===== config.mk =====
export PLATFORM = sky130hd
export DESIGN_NAME = echo_pulse_ranging_capture
export DESIGN_NICKNAME = d
export VERILOG_FILES = /design/src/hw/rtl/epr_pkg.sv /design/src/hw/rtl/epr_front.sv /design/src/hw/rtl/epr_back.sv /design/src/hw/rtl/echo_pulse_ranging_capture.sv
export SDC_FILE = /design/constraint.sdc
export NUM_CORES = 2
export LEC_CHECK = 0
export ABC_AREA = 1
export BUFFER_PORTS_ARGS = -buffer_cell sky130_fd_sc_hd__buf_2
export CAP_MARGIN = 25
export CORE_MARGIN = 3
export CORE_UTILIZATION = 45
export DETAILED_ROUTE_END_ITERATION = 16
export SYNTH_ARGS = -nofsm -noshare
export SYNTH_HDL_FRONTEND = slang
export SYNTH_SLANG_ARGS = --single-unit

===== constraint.sdc =====
create_clock -name clock -period 18.44 [get_ports clock]
set_clock_uncertainty 0.15 [all_clocks]
set_input_delay 0.922 -clock clock [delete_from_list [all_inputs] [get_ports clock]]
set_output_delay 0.922 -clock clock [all_outputs]
set_load 0.02 [all_outputs]

===== src/hw/rtl/epr_pkg.sv =====
package epr_pkg;

   // Default build values
   localparam int AvgCountDefault  = 5;
   localparam int TimerBitsDefault = 16;

   // Field widths
   localparam int CapBits    = 16;
   localparam int PeriodBits = 17;
   localparam int WrapBits   = 16;
   localparam int TicksBits  = 24;
   localparam int MeasBits   = 26;
   localparam int DistBits   = 9;
   localparam int SumBits    = 12;
   localparam int UsBits     = 32;
   localparam int CsrIdxBits = 4;

   // Fixed limits and reset values
   localparam logic [WrapBits-1:0]  WrapMax      = '1;
   localparam logic [WrapBits-1:0]  TimeoutWraps = 16'd4;
   localparam logic [DistBits-1:0]  MinDist      = 9'd5;
   localparam logic [DistBits-1:0]  DistMax      = '1;
   localparam logic [DistBits-1:0]  DistResetCm  = 9'd450;
   localparam logic [SumBits-1:0]   SumMax       = '1;
   localparam logic [TicksBits-1:0] TicksMax     = '1;
   localparam logic [MeasBits-1:0]  MeasMax      = '1;

   typedef enum logic [1:0] {
      EV_NONE,
      EV_ECHO,
      EV_COLOUR,
      EV_TIMEOUT
   } event_type;

   typedef enum logic [1:0] {
      TRIG_NONE,
      TRIG_ONE,
      TRIG_TWO
   } trig_type;

   typedef enum logic [1:0] {
      CLS_TICK,
      CLS_ECHO,
      CLS_COLOUR
   } class_type;

   typedef enum logic [CsrIdxBits-1:0] {
      CSR_PERIOD,
      CSR_US_PER_TICK,
      CSR_CM_PER_US,
      CSR_AVG_EN,
      CSR_OBST_LIMIT,
      CSR_MAX_DIST,
      CSR_WIN_LOW,
      CSR_WIN_HIGH
   } csr_index_type;

   typedef enum logic [3:0] {
      ST_IDLE,
      ST_DISPATCH,
      ST_WIDTH,
      ST_US,
      ST_CM,
      ST_COLOUR,
      ST_ECHO,
      ST_MEAN,
      ST_REPORT
   } back_state_type;

   typedef struct packed {
      logic [PeriodBits-1:0] period;
      logic [15:0]           us_per_tick;
      logic [15:0]           cm_per_us;
      logic                  avg_en;
      logic [DistBits-1:0]   obst_limit;
      logic [DistBits-1:0]   max_dist;
      logic [15:0]           win_low;
      logic [15:0]           win_high;
   } cfg_type;

   typedef struct packed {
      class_type          cls;
      logic [1:0]         channel;
      logic [CapBits-1:0] capture;
      logic               armed;
   } item_type;

   typedef struct packed {
      event_type            event_res;
      logic [1:0]           event_channel;
      logic [TicksBits-1:0] pulse_ticks;
      logic [MeasBits-1:0]  measured_value;
      logic [DistBits-1:0]  distance_one;
      logic [DistBits-1:0]  distance_two;
      logic                 distance_updated;
      logic                 obstacle;
      trig_type             trigger_request;
      logic                 colour_in_window;
   } result_type;

endpackage


===== src/hw/rtl/epr_front.sv =====
module epr_front #(
   parameter int TIMER_BITS = epr_pkg::TimerBitsDefault
) (
   input  logic                        clock,
   input  logic                        reset,
   input  logic                        req_push,
   output logic                        req_full,
   input  logic                        req_mode,
   input  logic [1:0]                  req_channel,
   input  logic [epr_pkg::CapBits-1:0] req_capture_value,
   input  logic                        req_obstacle_armed,
   output logic                        q_valid,
   output epr_pkg::item_type           q_item,
   input  logic                        q_pop
);
   import epr_pkg::*;

   localparam int CapWidth = (TIMER_BITS < CapBits) ? TIMER_BITS : CapBits;
   localparam logic [CapBits-1:0] CapMask = CapBits'((33'd1 << CapWidth) - 33'd1);

   item_type   slot_ff [2];
   logic       wr_ptr_ff, wr_ptr_in;
   logic       rd_ptr_ff, rd_ptr_in;
   logic [1:0] count_ff, count_in;
   item_type   new_item;
   logic       push_ok;
   logic       pop_ok;

   // Classify the incoming event
   always_comb begin
      new_item.channel = req_channel;
      new_item.capture = req_capture_value & CapMask;
      new_item.armed   = req_obstacle_armed;
      if (!req_mode) begin
         new_item.cls = CLS_TICK;
      end else if (req_channel[1]) begin
         new_item.cls = CLS_COLOUR;
      end else begin
         new_item.cls = CLS_ECHO;
      end
   end

   assign req_full = (count_ff == 2'd2);
   assign q_valid  = (count_ff != 2'd0);
   assign q_item   = slot_ff[rd_ptr_ff];
   assign push_ok  = req_push && !req_full;
   assign pop_ok   = q_pop && q_valid;

   // Advance pointers and fill level
   always_comb begin
      wr_ptr_in = wr_ptr_ff ^ push_ok;
      rd_ptr_in = rd_ptr_ff ^ pop_ok;
      count_in  = count_ff + 2'(push_ok) - 2'(pop_ok);
   end

   always_ff @(posedge clock) begin
      if (reset) begin
         wr_ptr_ff <= 1'b0;
         rd_ptr_ff <= 1'b0;
         count_ff  <= 2'd0;
      end else begin
         wr_ptr_ff <= wr_ptr_in;
         rd_ptr_ff <= rd_ptr_in;
         count_ff  <= count_in;
      end
   end

   // Hold the item of each input transfer
   always_ff @(posedge clock) begin
      if (push_ok) begin
         slot_ff[wr_ptr_ff] <= new_item;
      end
   end

endmodule


===== src/hw/rtl/epr_back.sv =====
module epr_back #(
   parameter int AVG_COUNT = epr_pkg::AvgCountDefault
) (
   input  logic                 clock,
   input  logic                 reset,
   input  epr_pkg::cfg_type     cfg,
   input  logic                 q_valid,
   input  epr_pkg::item_type    q_item,
   output logic                 q_pop,
   output logic                 rsp_valid,
   output epr_pkg::result_type  rsp,
   input  logic                 rsp_pop
);
   import epr_pkg::*;

   localparam int CntBits  = $clog2(AVG_COUNT + 1);
   localparam int AvgShift = 24;
   localparam logic [AvgShift:0] AvgRecip =
      (AvgShift + 1)'(((64'd1 << AvgShift) + AVG_COUNT - 1) / AVG_COUNT);
   localparam logic [CntBits-1:0] AvgCnt = CntBits'(AVG_COUNT);
   localparam logic [CntBits-1:0] CntOne = CntBits'(1);

   back_state_type state_ff, state_in;
   item_type       item_ff, item_in;
   logic           rise_seen_ff [4];
   logic           rise_seen_in [4];
   logic [CapBits-1:0]  rise_time_ff [4];
   logic [CapBits-1:0]  rise_time_in [4];
   logic [WrapBits-1:0] wrap_ff [4];
   logic [WrapBits-1:0] wrap_in [4];
   logic [WrapBits-1:0] wrap_inc [4];
   logic           exp_two_ff, exp_two_in;
   logic [SumBits-1:0]  sum_ff [2];
   logic [SumBits-1:0]  sum_in [2];
   logic [CntBits-1:0]  cnt_ff [2];
   logic [CntBits-1:0]  cnt_in [2];
   logic [DistBits-1:0] rep_ff [2];
   logic [DistBits-1:0] rep_in [2];
   logic [PeriodBits+WrapBits-1:0] prod_ff, prod_in;
   logic [TicksBits-1:0] ticks_ff, ticks_in;
   logic [UsBits-1:0]    us_ff, us_in;
   logic [DistBits-1:0]  dist_ff, dist_in;
   logic [SumBits-1:0]   acc_ff, acc_in;
   logic                 upd_ff, upd_in;
   result_type           out_ff, out_in;
   logic                 out_valid_ff, out_valid_in;

   logic [1:0]           ch;
   logic                 es;
   logic signed [34:0]   w_raw;
   logic signed [34:0]   w_fix;
   logic [TicksBits-1:0] ticks_w;
   logic [39:0]          us_prod;
   logic [47:0]          cm_prod;
   logic [30:0]          d_full;
   logic [DistBits-1:0]  dist_clamp;
   logic [MeasBits-1:0]  colour_meas;
   logic [SumBits:0]     sum_add;
   logic [SumBits-1:0]   sum_sat;
   logic [SumBits+AvgShift:0] mean_prod;
   logic [SumBits:0]     mean_q;
   logic [DistBits-1:0]  mean_clamp;
   result_type           res;
   logic                 emit;

   assign ch        = item_ff.channel;
   assign es        = item_ff.channel[0];
   assign rsp       = out_ff;
   assign rsp_valid = out_valid_ff;

   // Datapath terms
   always_comb begin
      for (int i = 0; i < 4; i++) begin
         wrap_inc[i] = (wrap_ff[i] == WrapMax) ? wrap_ff[i] : wrap_ff[i] + 1'b1;
      end
      w_raw = $signed({2'b00, prod_ff}) + $signed(35'(item_ff.capture))
            - $signed(35'(rise_time_ff[ch]));
      w_fix = (w_raw < 0) ? w_raw + $signed(35'(cfg.period)) : w_raw;
      if (w_fix < 0) begin
         ticks_w = '0;
      end else if (w_fix > $signed(35'(TicksMax))) begin
         ticks_w = TicksMax;
      end else begin
         ticks_w = w_fix[TicksBits-1:0];
      end
      us_prod     = 40'(ticks_ff) * 40'(cfg.us_per_tick);
      cm_prod     = 48'(us_ff) * 48'(cfg.cm_per_us);
      d_full      = cm_prod[47:17];
      dist_clamp  = (d_full > 31'(cfg.max_dist)) ? cfg.max_dist : d_full[DistBits-1:0];
      colour_meas = (us_ff > 32'(MeasMax)) ? MeasMax : us_ff[MeasBits-1:0];
      sum_add     = (SumBits+1)'(sum_ff[es]) + (SumBits+1)'(dist_ff);
      sum_sat     = (sum_add > (SumBits+1)'(SumMax)) ? SumMax : sum_add[SumBits-1:0];
      mean_prod   = (SumBits+AvgShift+1)'(acc_ff) * (SumBits+AvgShift+1)'(AvgRecip);
      mean_q      = mean_prod[SumBits+AvgShift:AvgShift];
      mean_clamp  = (mean_q > (SumBits+1)'(DistMax)) ? DistMax : mean_q[DistBits-1:0];
   end

   // Sequence one item through the shared datapath
   always_comb begin
      state_in   = state_ff;
      item_in    = item_ff;
      exp_two_in = exp_two_ff;
      prod_in    = prod_ff;
      ticks_in   = ticks_ff;
      us_in      = us_ff;
      dist_in    = dist_ff;
      acc_in     = acc_ff;
      upd_in     = upd_ff;
      for (int i = 0; i < 4; i++) begin
         rise_seen_in[i] = rise_seen_ff[i];
         rise_time_in[i] = rise_time_ff[i];
         wrap_in[i]      = wrap_ff[i];
      end
      for (int i = 0; i < 2; i++) begin
         sum_in[i] = sum_ff[i];
         cnt_in[i] = cnt_ff[i];
         rep_in[i] = rep_ff[i];
      end
      q_pop = 1'b0;
      emit  = 1'b0;
      res                 = '0;
      res.event_res       = EV_NONE;
      res.trigger_request = TRIG_NONE;
      res.distance_one    = rep_ff[0];
      res.distance_two    = rep_ff[1];

      case (state_ff)
         ST_IDLE: begin
            if (q_valid && !out_valid_ff) begin
               q_pop    = 1'b1;
               item_in  = q_item;
               state_in = ST_DISPATCH;
            end
         end
         ST_DISPATCH: begin
            if (item_ff.cls == CLS_TICK) begin
               for (int i = 0; i < 4; i++) begin
                  wrap_in[i] = wrap_inc[i];
               end
               // Echo timeout: restart capture on both echo channels
               if (wrap_inc[0] == TimeoutWraps || wrap_inc[1] == TimeoutWraps) begin
                  wrap_in[0]          = '0;
                  wrap_in[1]          = '0;
                  rise_seen_in[0]     = 1'b0;
                  rise_seen_in[1]     = 1'b0;
                  exp_two_in          = 1'b0;
                  res.event_res       = EV_TIMEOUT;
                  res.trigger_request = TRIG_ONE;
               end
               emit = 1'b1;
            end else if (item_ff.cls == CLS_ECHO && es != exp_two_ff) begin
               emit = 1'b1;
            end else if (!rise_seen_ff[ch]) begin
               rise_time_in[ch] = item_ff.capture;
               rise_seen_in[ch] = 1'b1;
               wrap_in[ch]      = '0;
               emit             = 1'b1;
            end else begin
               rise_seen_in[ch] = 1'b0;
               prod_in  = (PeriodBits+WrapBits)'(wrap_ff[ch])
                        * (PeriodBits+WrapBits)'(cfg.period);
               state_in = ST_WIDTH;
            end
         end
         ST_WIDTH: begin
            ticks_in = ticks_w;
            state_in = ST_US;
         end
         ST_US: begin
            us_in    = us_prod[39:8];
            state_in = (item_ff.cls == CLS_COLOUR) ? ST_COLOUR : ST_CM;
         end
         ST_COLOUR: begin
            res.event_res        = EV_COLOUR;
            res.event_channel    = ch;
            res.pulse_ticks      = ticks_ff;
            res.measured_value   = colour_meas;
            res.colour_in_window = (colour_meas > MeasBits'(cfg.win_low))
                                && (colour_meas < MeasBits'(cfg.win_high));
            emit = 1'b1;
         end
         ST_CM: begin
            dist_in  = dist_clamp;
            state_in = ST_ECHO;
         end
         ST_ECHO: begin
            upd_in     = 1'b0;
            exp_two_in = !es;
            state_in   = ST_REPORT;
            if (dist_ff > MinDist) begin
               if (cfg.avg_en) begin
                  if (cnt_ff[es] < AvgCnt) begin
                     cnt_in[es] = cnt_ff[es] + 1'b1;
                     sum_in[es] = sum_sat;
                  end else begin
                     acc_in   = sum_sat;
                     state_in = ST_MEAN;
                  end
               end else begin
                  rep_in[es] = dist_ff;
                  upd_in     = 1'b1;
               end
            end
         end
         ST_MEAN: begin
            rep_in[es] = mean_clamp;
            cnt_in[es] = CntOne;
            sum_in[es] = '0;
            upd_in     = 1'b1;
            state_in   = ST_REPORT;
         end
         ST_REPORT: begin
            res.event_res        = EV_ECHO;
            res.event_channel    = ch;
            res.pulse_ticks      = ticks_ff;
            res.measured_value   = MeasBits'(dist_ff);
            res.distance_updated = upd_ff;
            res.obstacle         = upd_ff && item_ff.armed
                                && (rep_ff[0] < cfg.obst_limit || rep_ff[1] < cfg.obst_limit);
            res.trigger_request  = es ? TRIG_ONE : TRIG_TWO;
            emit = 1'b1;
         end
         default: begin
            state_in = ST_IDLE;
         end
      endcase

      // Output slot: drop on a result transfer, load on emit
      out_in       = out_ff;
      out_valid_in = out_valid_ff;
      if (rsp_pop && out_valid_ff) begin
         out_valid_in = 1'b0;
      end
      if (emit) begin
         out_in       = res;
         out_valid_in = 1'b1;
         state_in     = ST_IDLE;
      end
   end

   // Control and channel state
   always_ff @(posedge clock) begin
      if (reset) begin
         state_ff     <= ST_IDLE;
         out_valid_ff <= 1'b0;
         exp_two_ff   <= 1'b0;
         for (int i = 0; i < 4; i++) begin
            rise_seen_ff[i] <= 1'b0;
            rise_time_ff[i] <= '0;
            wrap_ff[i]      <= '0;
         end
         for (int i = 0; i < 2; i++) begin
            sum_ff[i] <= '0;
            cnt_ff[i] <= CntOne;
            rep_ff[i] <= DistResetCm;
         end
      end else begin
         state_ff     <= state_in;
         out_valid_ff <= out_valid_in;
         exp_two_ff   <= exp_two_in;
         for (int i = 0; i < 4; i++) begin
            rise_seen_ff[i] <= rise_seen_in[i];
            rise_time_ff[i] <= rise_time_in[i];
            wrap_ff[i]      <= wrap_in[i];
         end
         for (int i = 0; i < 2; i++) begin
            sum_ff[i] <= sum_in[i];
            cnt_ff[i] <= cnt_in[i];
            rep_ff[i] <= rep_in[i];
         end
      end
   end

   // Working registers of the datapath
   always_ff @(posedge clock) begin
      item_ff  <= item_in;
      prod_ff  <= prod_in;
      ticks_ff <= ticks_in;
      us_ff    <= us_in;
      dist_ff  <= dist_in;
      acc_ff   <= acc_in;
      upd_ff   <= upd_in;
      out_ff   <= out_in;
   end

endmodule


===== src/hw/rtl/echo_pulse_ranging_capture.sv =====
// Echo pulse ranging and colour pulse capture.
// Input queue: drive req_mode/req_channel/req_capture_value/req_obstacle_armed
// and raise req_push; the transfer happens on a clock edge with req_full low.
// A tick (mode 0) steps the overflow counts; an edge (mode 1) is a rising or
// falling capture on one of four channels.
// Result queue: while rsp_empty is low the oldest result sits on the rsp_
// ports; raise rsp_pop to take it. Every input item yields one result.
// Configuration: csr_index/csr_data with csr_valid; csr_ready is always high.
// Write only while the block is idle.
// A tick, a rising edge or an ignored edge yields its result at dispatch; a
// colour falling edge passes the width, us and colour states, an echo one the
// width, us, cm, echo and report states (and mean, when a mean is formed).
// One item at a time runs through the shared multiplier sequencer, which sets
// the rate; a two-entry input queue takes further items meanwhile.
// A stalled result holds the sequencer once its result slot is full; the
// input queue then fills and req_full rises.
// Reset (synchronous) empties both queues, loads the default registers,
// resets all channel state and selects echo sensor one.
module echo_pulse_ranging_capture #(
   parameter int AVG_COUNT  = epr_pkg::AvgCountDefault,
   parameter int TIMER_BITS = epr_pkg::TimerBitsDefault
) (
   input  logic                           clock,
   input  logic                           reset,
   input  logic                           req_push,
   output logic                           req_full,
   input  logic                           req_mode,
   input  logic [1:0]                     req_channel,
   input  logic [epr_pkg::CapBits-1:0]    req_capture_value,
   input  logic                           req_obstacle_armed,
   output logic                           rsp_empty,
   input  logic                           rsp_pop,
   output logic [1:0]                     rsp_event_res,
   output logic [1:0]                     rsp_event_channel,
   output logic [epr_pkg::TicksBits-1:0]  rsp_pulse_ticks,
   output logic [epr_pkg::MeasBits-1:0]   rsp_measured_value,
   output logic [epr_pkg::DistBits-1:0]   rsp_distance_one,
   output logic [epr_pkg::DistBits-1:0]   rsp_distance_two,
   output logic                           rsp_distance_updated,
   output logic                           rsp_obstacle,
   output logic [1:0]                     rsp_trigger_request,
   output logic                           rsp_colour_in_window,
   input  logic                           csr_valid,
   output logic                           csr_ready,
   input  logic [epr_pkg::CsrIdxBits-1:0] csr_index,
   input  logic [epr_pkg::PeriodBits-1:0] csr_data
);
   import epr_pkg::*;

   cfg_type    cfg_ff, cfg_in;
   logic       q_valid;
   item_type   q_item;
   logic       q_pop;
   logic       rsp_valid;
   result_type rsp;

   assign csr_ready = 1'b1;

   // Register writes
   always_comb begin
      cfg_in = cfg_ff;
      if (csr_valid) begin
         case (csr_index)
            CSR_PERIOD:      cfg_in.period      = csr_data;
            CSR_US_PER_TICK: cfg_in.us_per_tick = csr_data[15:0];
            CSR_CM_PER_US:   cfg_in.cm_per_us   = csr_data[15:0];
            CSR_AVG_EN:      cfg_in.avg_en      = csr_data[0];
            CSR_OBST_LIMIT:  cfg_in.obst_limit  = csr_data[DistBits-1:0];
            CSR_MAX_DIST:    cfg_in.max_dist    = csr_data[DistBits-1:0];
            CSR_WIN_LOW:     cfg_in.win_low     = csr_data[15:0];
            CSR_WIN_HIGH:    cfg_in.win_high    = csr_data[15:0];
            default:         cfg_in = cfg_ff;
         endcase
      end
   end

   always_ff @(posedge clock) begin
      if (reset) begin
         cfg_ff.period      <= 17'd65535;
         cfg_ff.us_per_tick <= 16'd683;
         cfg_ff.cm_per_us   <= 16'd2248;
         cfg_ff.avg_en      <= 1'b0;
         cfg_ff.obst_limit  <= 9'd35;
         cfg_ff.max_dist    <= DistResetCm;
         cfg_ff.win_low     <= 16'd100;
         cfg_ff.win_high    <= 16'd500;
      end else begin
         cfg_ff <= cfg_in;
      end
   end

   epr_front #(
      .TIMER_BITS(TIMER_BITS)
   ) u_front (
      .clock              (clock),
      .reset              (reset),
      .req_push           (req_push),
      .req_full           (req_full),
      .req_mode           (req_mode),
      .req_channel        (req_channel),
      .req_capture_value  (req_capture_value),
      .req_obstacle_armed (req_obstacle_armed),
      .q_valid            (q_valid),
      .q_item             (q_item),
      .q_pop              (q_pop)
   );

   epr_back #(
      .AVG_COUNT(AVG_COUNT)
   ) u_back (
      .clock     (clock),
      .reset     (reset),
      .cfg       (cfg_ff),
      .q_valid   (q_valid),
      .q_item    (q_item),
      .q_pop     (q_pop),
      .rsp_valid (rsp_valid),
      .rsp       (rsp),
      .rsp_pop   (rsp_pop)
   );

   assign rsp_empty            = !rsp_valid;
   assign rsp_event_res        = rsp.event_res;
   assign rsp_event_channel    = rsp.event_channel;
   assign rsp_pulse_ticks      = rsp.pulse_ticks;
   assign rsp_measured_value   = rsp.measured_value;
   assign rsp_distance_one     = rsp.distance_one;
   assign rsp_distance_two     = rsp.distance_two;
   assign rsp_distance_updated = rsp.distance_updated;
   assign rsp_obstacle         = rsp.obstacle;
   assign rsp_trigger_request  = rsp.trigger_request;
   assign rsp_colour_in_window = rsp.colour_in_window;

endmodule


==> run summary <==
The data required time of the worst path came out at 18.69 ns. The most common cell in the synthesized netlist is nand2_1. The endpoint of the most critical register-to-register path is u_back.prod_ff[31]$_DFFE_PP_. The startpoint identified for the worst register-to-register timing path is u_back.ch[0]$_DFFE_PP_.

The cell type contributing the most total cell area after synthesis is fa_1. The tightest hold path in the finished design has a slack of 0.289 ns. The site row count is 142. The die covers 0.157 mm². The total negative setup slack came out at 0 ns. The instance count of the mapped netlist came out at 8632. The number of placed instances with taps included is 10.5k. The data arrival at the endpoint of the critical path is 8.98 ns.

The min-delay analysis places its worst path in the category reg -> reg. The HPWL after detailed placement came out at 155000 µm. The violation count after the first detailed-route iteration came out at 4207. The total count of hold-check failures in the final report came out at 0. The clock slew seen by the registers of the worst setup and hold paths is 0.07 ns. The routed length per placed instance is 19.2 µm.

The number of port buffers came out at 124. The routed design could run at a clock period as short as 8.73 ns. Before antenna repair, the detailed router went through 6 iterations. After synthesis, the cell types taking the most area are fa_1 29%, edfxtp_1 11%, nand2_1 11%, inv_1 11%, ha_1 9.8%.

In the global route stage, overall resource usage came out at 0.262. The global-route met3 utilization is 0.0445. The number of buffers inserted to repair setup after CTS is 0. In this run the horizontal extent of the chip is 396 µm. The leakage power of the design came out at 36.9 nW. The met2 routing resource usage after global routing is 0.423. The root cell of the clock tree is clkbuf_16. The depth of the CTS H-tree came out at 3.

The cts-stage hold buffer count is 0. The delay of the slowest critical-path stage came out at 0.84 ns. Setup repair after global routing left no endpoint under its margin.

The number of sinks driven by the clock tree is 541. The post-route clock period utilization came out at 0.473. The upper clock frequency limit is 0.115 GHz. The commonest cells after synthesis are 1942 x nand2_1, 1936 x inv_1, 978 x fa_1, 554 x nor2_1, 534 x ha_1.

For this run, the post-layout net count is 10.1k. The total design power is 12.6 mW. The peak ir drop on the vdd network is 0.238 mV.

The pre-CTS setup slack is 9.87 ns. The number of warnings issued by yosys is 0. The cell area power density is 173 mW/mm². For this design, the slowest cell found on the critical path is inv_1. In this run the deepest clock path goes through 3 buffers. The start point of the worst hold path is u_back.wrap_ff[3][11]$_SDFFE_PP0P_. The number of synthesized flops with an enable pin is 251. The cell occurring most often along the worst timing path is inv_1.

The most used flip-flop cell after synthesis is dfxtp_1. The number of library cell types mapped by synthesis came out at 67. The maximum number of pins on one net before global-route repair is 86. Once layout is complete, the cells apart from fillers number 10.6k. The later-pin clock latency in the skew report came out at 0.67 ns. The share of the yosys chip area belonging to registers came out at 0.195. Summed over all layers, the routed wires come to 204000 µm. The fraction of layout instances using a drive strength above 1 is 0.0522. The number of pins with negative max-slew slack in the final report came out at 0.

The category of the critical setup timing path is reg -> reg. The critical path starts at u_back.ch[0]$_DFFE_PP_. The run finished with clean final reports. The worst reg2reg path depth is 31. The utilization after layout is 0.486. TritonCTS built the clock tree. Setup violations remaining at the end of the flow were counted as 0.

The number of antenna violations at the first check in global routing was 9. The number of max-cap violations is 0. The post-detailed-route count of antenna-violating nets came out at 0. The worst setup path is launched from a register. The total cell area at the placement stage came out at 0.0708 mm². The post-detailed-route via-to-cell ratio came out at 5.23. Measured along the y axis, the die boundary spans 396 µm.

The headroom to the max-slew limit came out at 0.281. For this design the top-level I/O count stands at 126. The number of fill cells in the layout is 14.7k. The via count of the first global-routing pass was 57.0k. The number of vias after detailed routing came out at 55.6k.

The core outline area came out at 0.150 mm². The number of cells on the worst hold path is 1. After global routing the overflow that remains totals 0. For this configuration, the core starts out at a cell density of 0.455.

Each instance of the synthesized netlist takes up on average 7.91 µm². The wire length of the first global-routing pass came out at 322000 µm. The type of element capturing the critical path is a register. In this run the most used layer during global routing was met2. The register-to-register setup slack came out at 9.71 ns. The post-synthesis async set-or-reset flop share came out at 0. The critical-path maximum fanout came out at 25. The DRC violation count after routing came out at 0. Relative to the synthesized area, the layout overhead comes to 6.90%. The path with the worst hold slack has its endpoint at u_back.wrap_ff[3][11]$_SDFFE_PP0P_. The proportion of netlist area held by the largest area contributor is 0.287.

The number of clock buffers inserted by TritonCTS is 66. The cell area that synthesis handed to floorplanning was 0.0683 mm². In the post-route analysis, the smallest setup slack over all paths is 9.71 ns. The total of flip-flops plus latches after synthesis is 541.

The weighted congestion at the end of routability-driven global placement came out at 0.944. For met1 alone, demand over resource in global routing was 0.355. The number of nets in the synthesized netlist came out at 10.2k. The post-route cell area came out at 0.0730 mm². The post-cts resize count came out at 0. The slew of the pin with the lowest slew margin is 1.08 ns.
## routing by layer
layer,part of all wire,up-vias
met1,0.43,27200
met4,0.038,4
met2,0.46,1837
met5,0.00011,-
li1,-,26200
met3,0.072,369
## layout make-up
class	count	area [µm²]	area share
Clock inverter	43	440	0.00603
Inverter	1964	7380	0.101
Tap cell	2016	2520	0.0345
Sequential cell	541	13400	0.183
Clock buffer	78	1720	0.0235
Timing Repair Buffer	212	1390	0.0191
Antenna cell	9	22.5	0.000308
Multi-Input combinational cell	5757	46200	0.633
## placed cells by master (no fill, tap or decap), drive strengths merged, types with 17 or more instances in the layout
cell type     n
nand2      1965
inv        1961
fa          978
nor2        576
ha          534
a21oi       512
o21ai       421
dfxtp       290
edfxtp      251
buf         212
nand3       141
xor2        135
clkbuf       78
a31oi        64
nor3         63
xnor2        50
nand4        46
clkinv       38
a221oi       32
o21a         31
o22ai        28
o211ai       21
nand3b       19
a211oi       17
a21o         17
## registers in the layout, summed over array words and instances, names as in the netlist, 32 cells and up, named ones only
signal / flops
u_back.rise_time_ff: 64
u_front.slot_ff: 42
u_back.us_ff: 32
u_back.prod_ff: 33
u_back.wrap_ff: 64
cfg_ff: 100
u_back.rsp: 77
## worst max-delay path: cells and delay by family (launching register included)
| kind | cells | cell delay, ns |
|---|---|---|
| simple gates | 7 | 0.97 |
| compound gates | 8 | 1.68 |
| xor+xnor | 1 | 0.14 |
| buf+inv | 8 | 1.79 |
| fa+ha+maj | 7 | 3.40 |
| flops | 1 | 0.32 |
## power by group
group	switching, mW	internal (mW)	total, mW
registers	0.181	1.70	1.88
clock network	0.588	0.726	1.31
logic	6.08	3.36	9.44
## logic make-up (layout without fill, tap and decap cells)
kind of cell,count (synthesis),after routing,synth area share
AOI/OAI and AO/OA,1205,1205,0.0989
xor gates and xnor gates,185,185,0.0237
adders and majority gates,1512,1512,0.384
buffers and inverters,2334,2297,0.129
DFF,541,541,0.195
muxes,3,3,0.000440
other,1,10,0.0000549
and+or+nand+nor,2851,2851,0.168
## how the worst max path moves through the flow
stage                                   end  slack [ns]
2_1_floorplan  u_back.prod_ff[31]$_DFFE_PP_       11.18
3_3_place_gp   u_back.prod_ff[31]$_DFFE_PP_        9.91
3_5_place_dp   u_back.prod_ff[24]$_DFFE_PP_        9.87
4_1_cts        u_back.prod_ff[24]$_DFFE_PP_        9.81
5_1_grt        u_back.prod_ff[31]$_DFFE_PP_        9.16
6_report       u_back.prod_ff[31]$_DFFE_PP_        9.71
No activity file was read; power rests on OpenSTA's default activity.
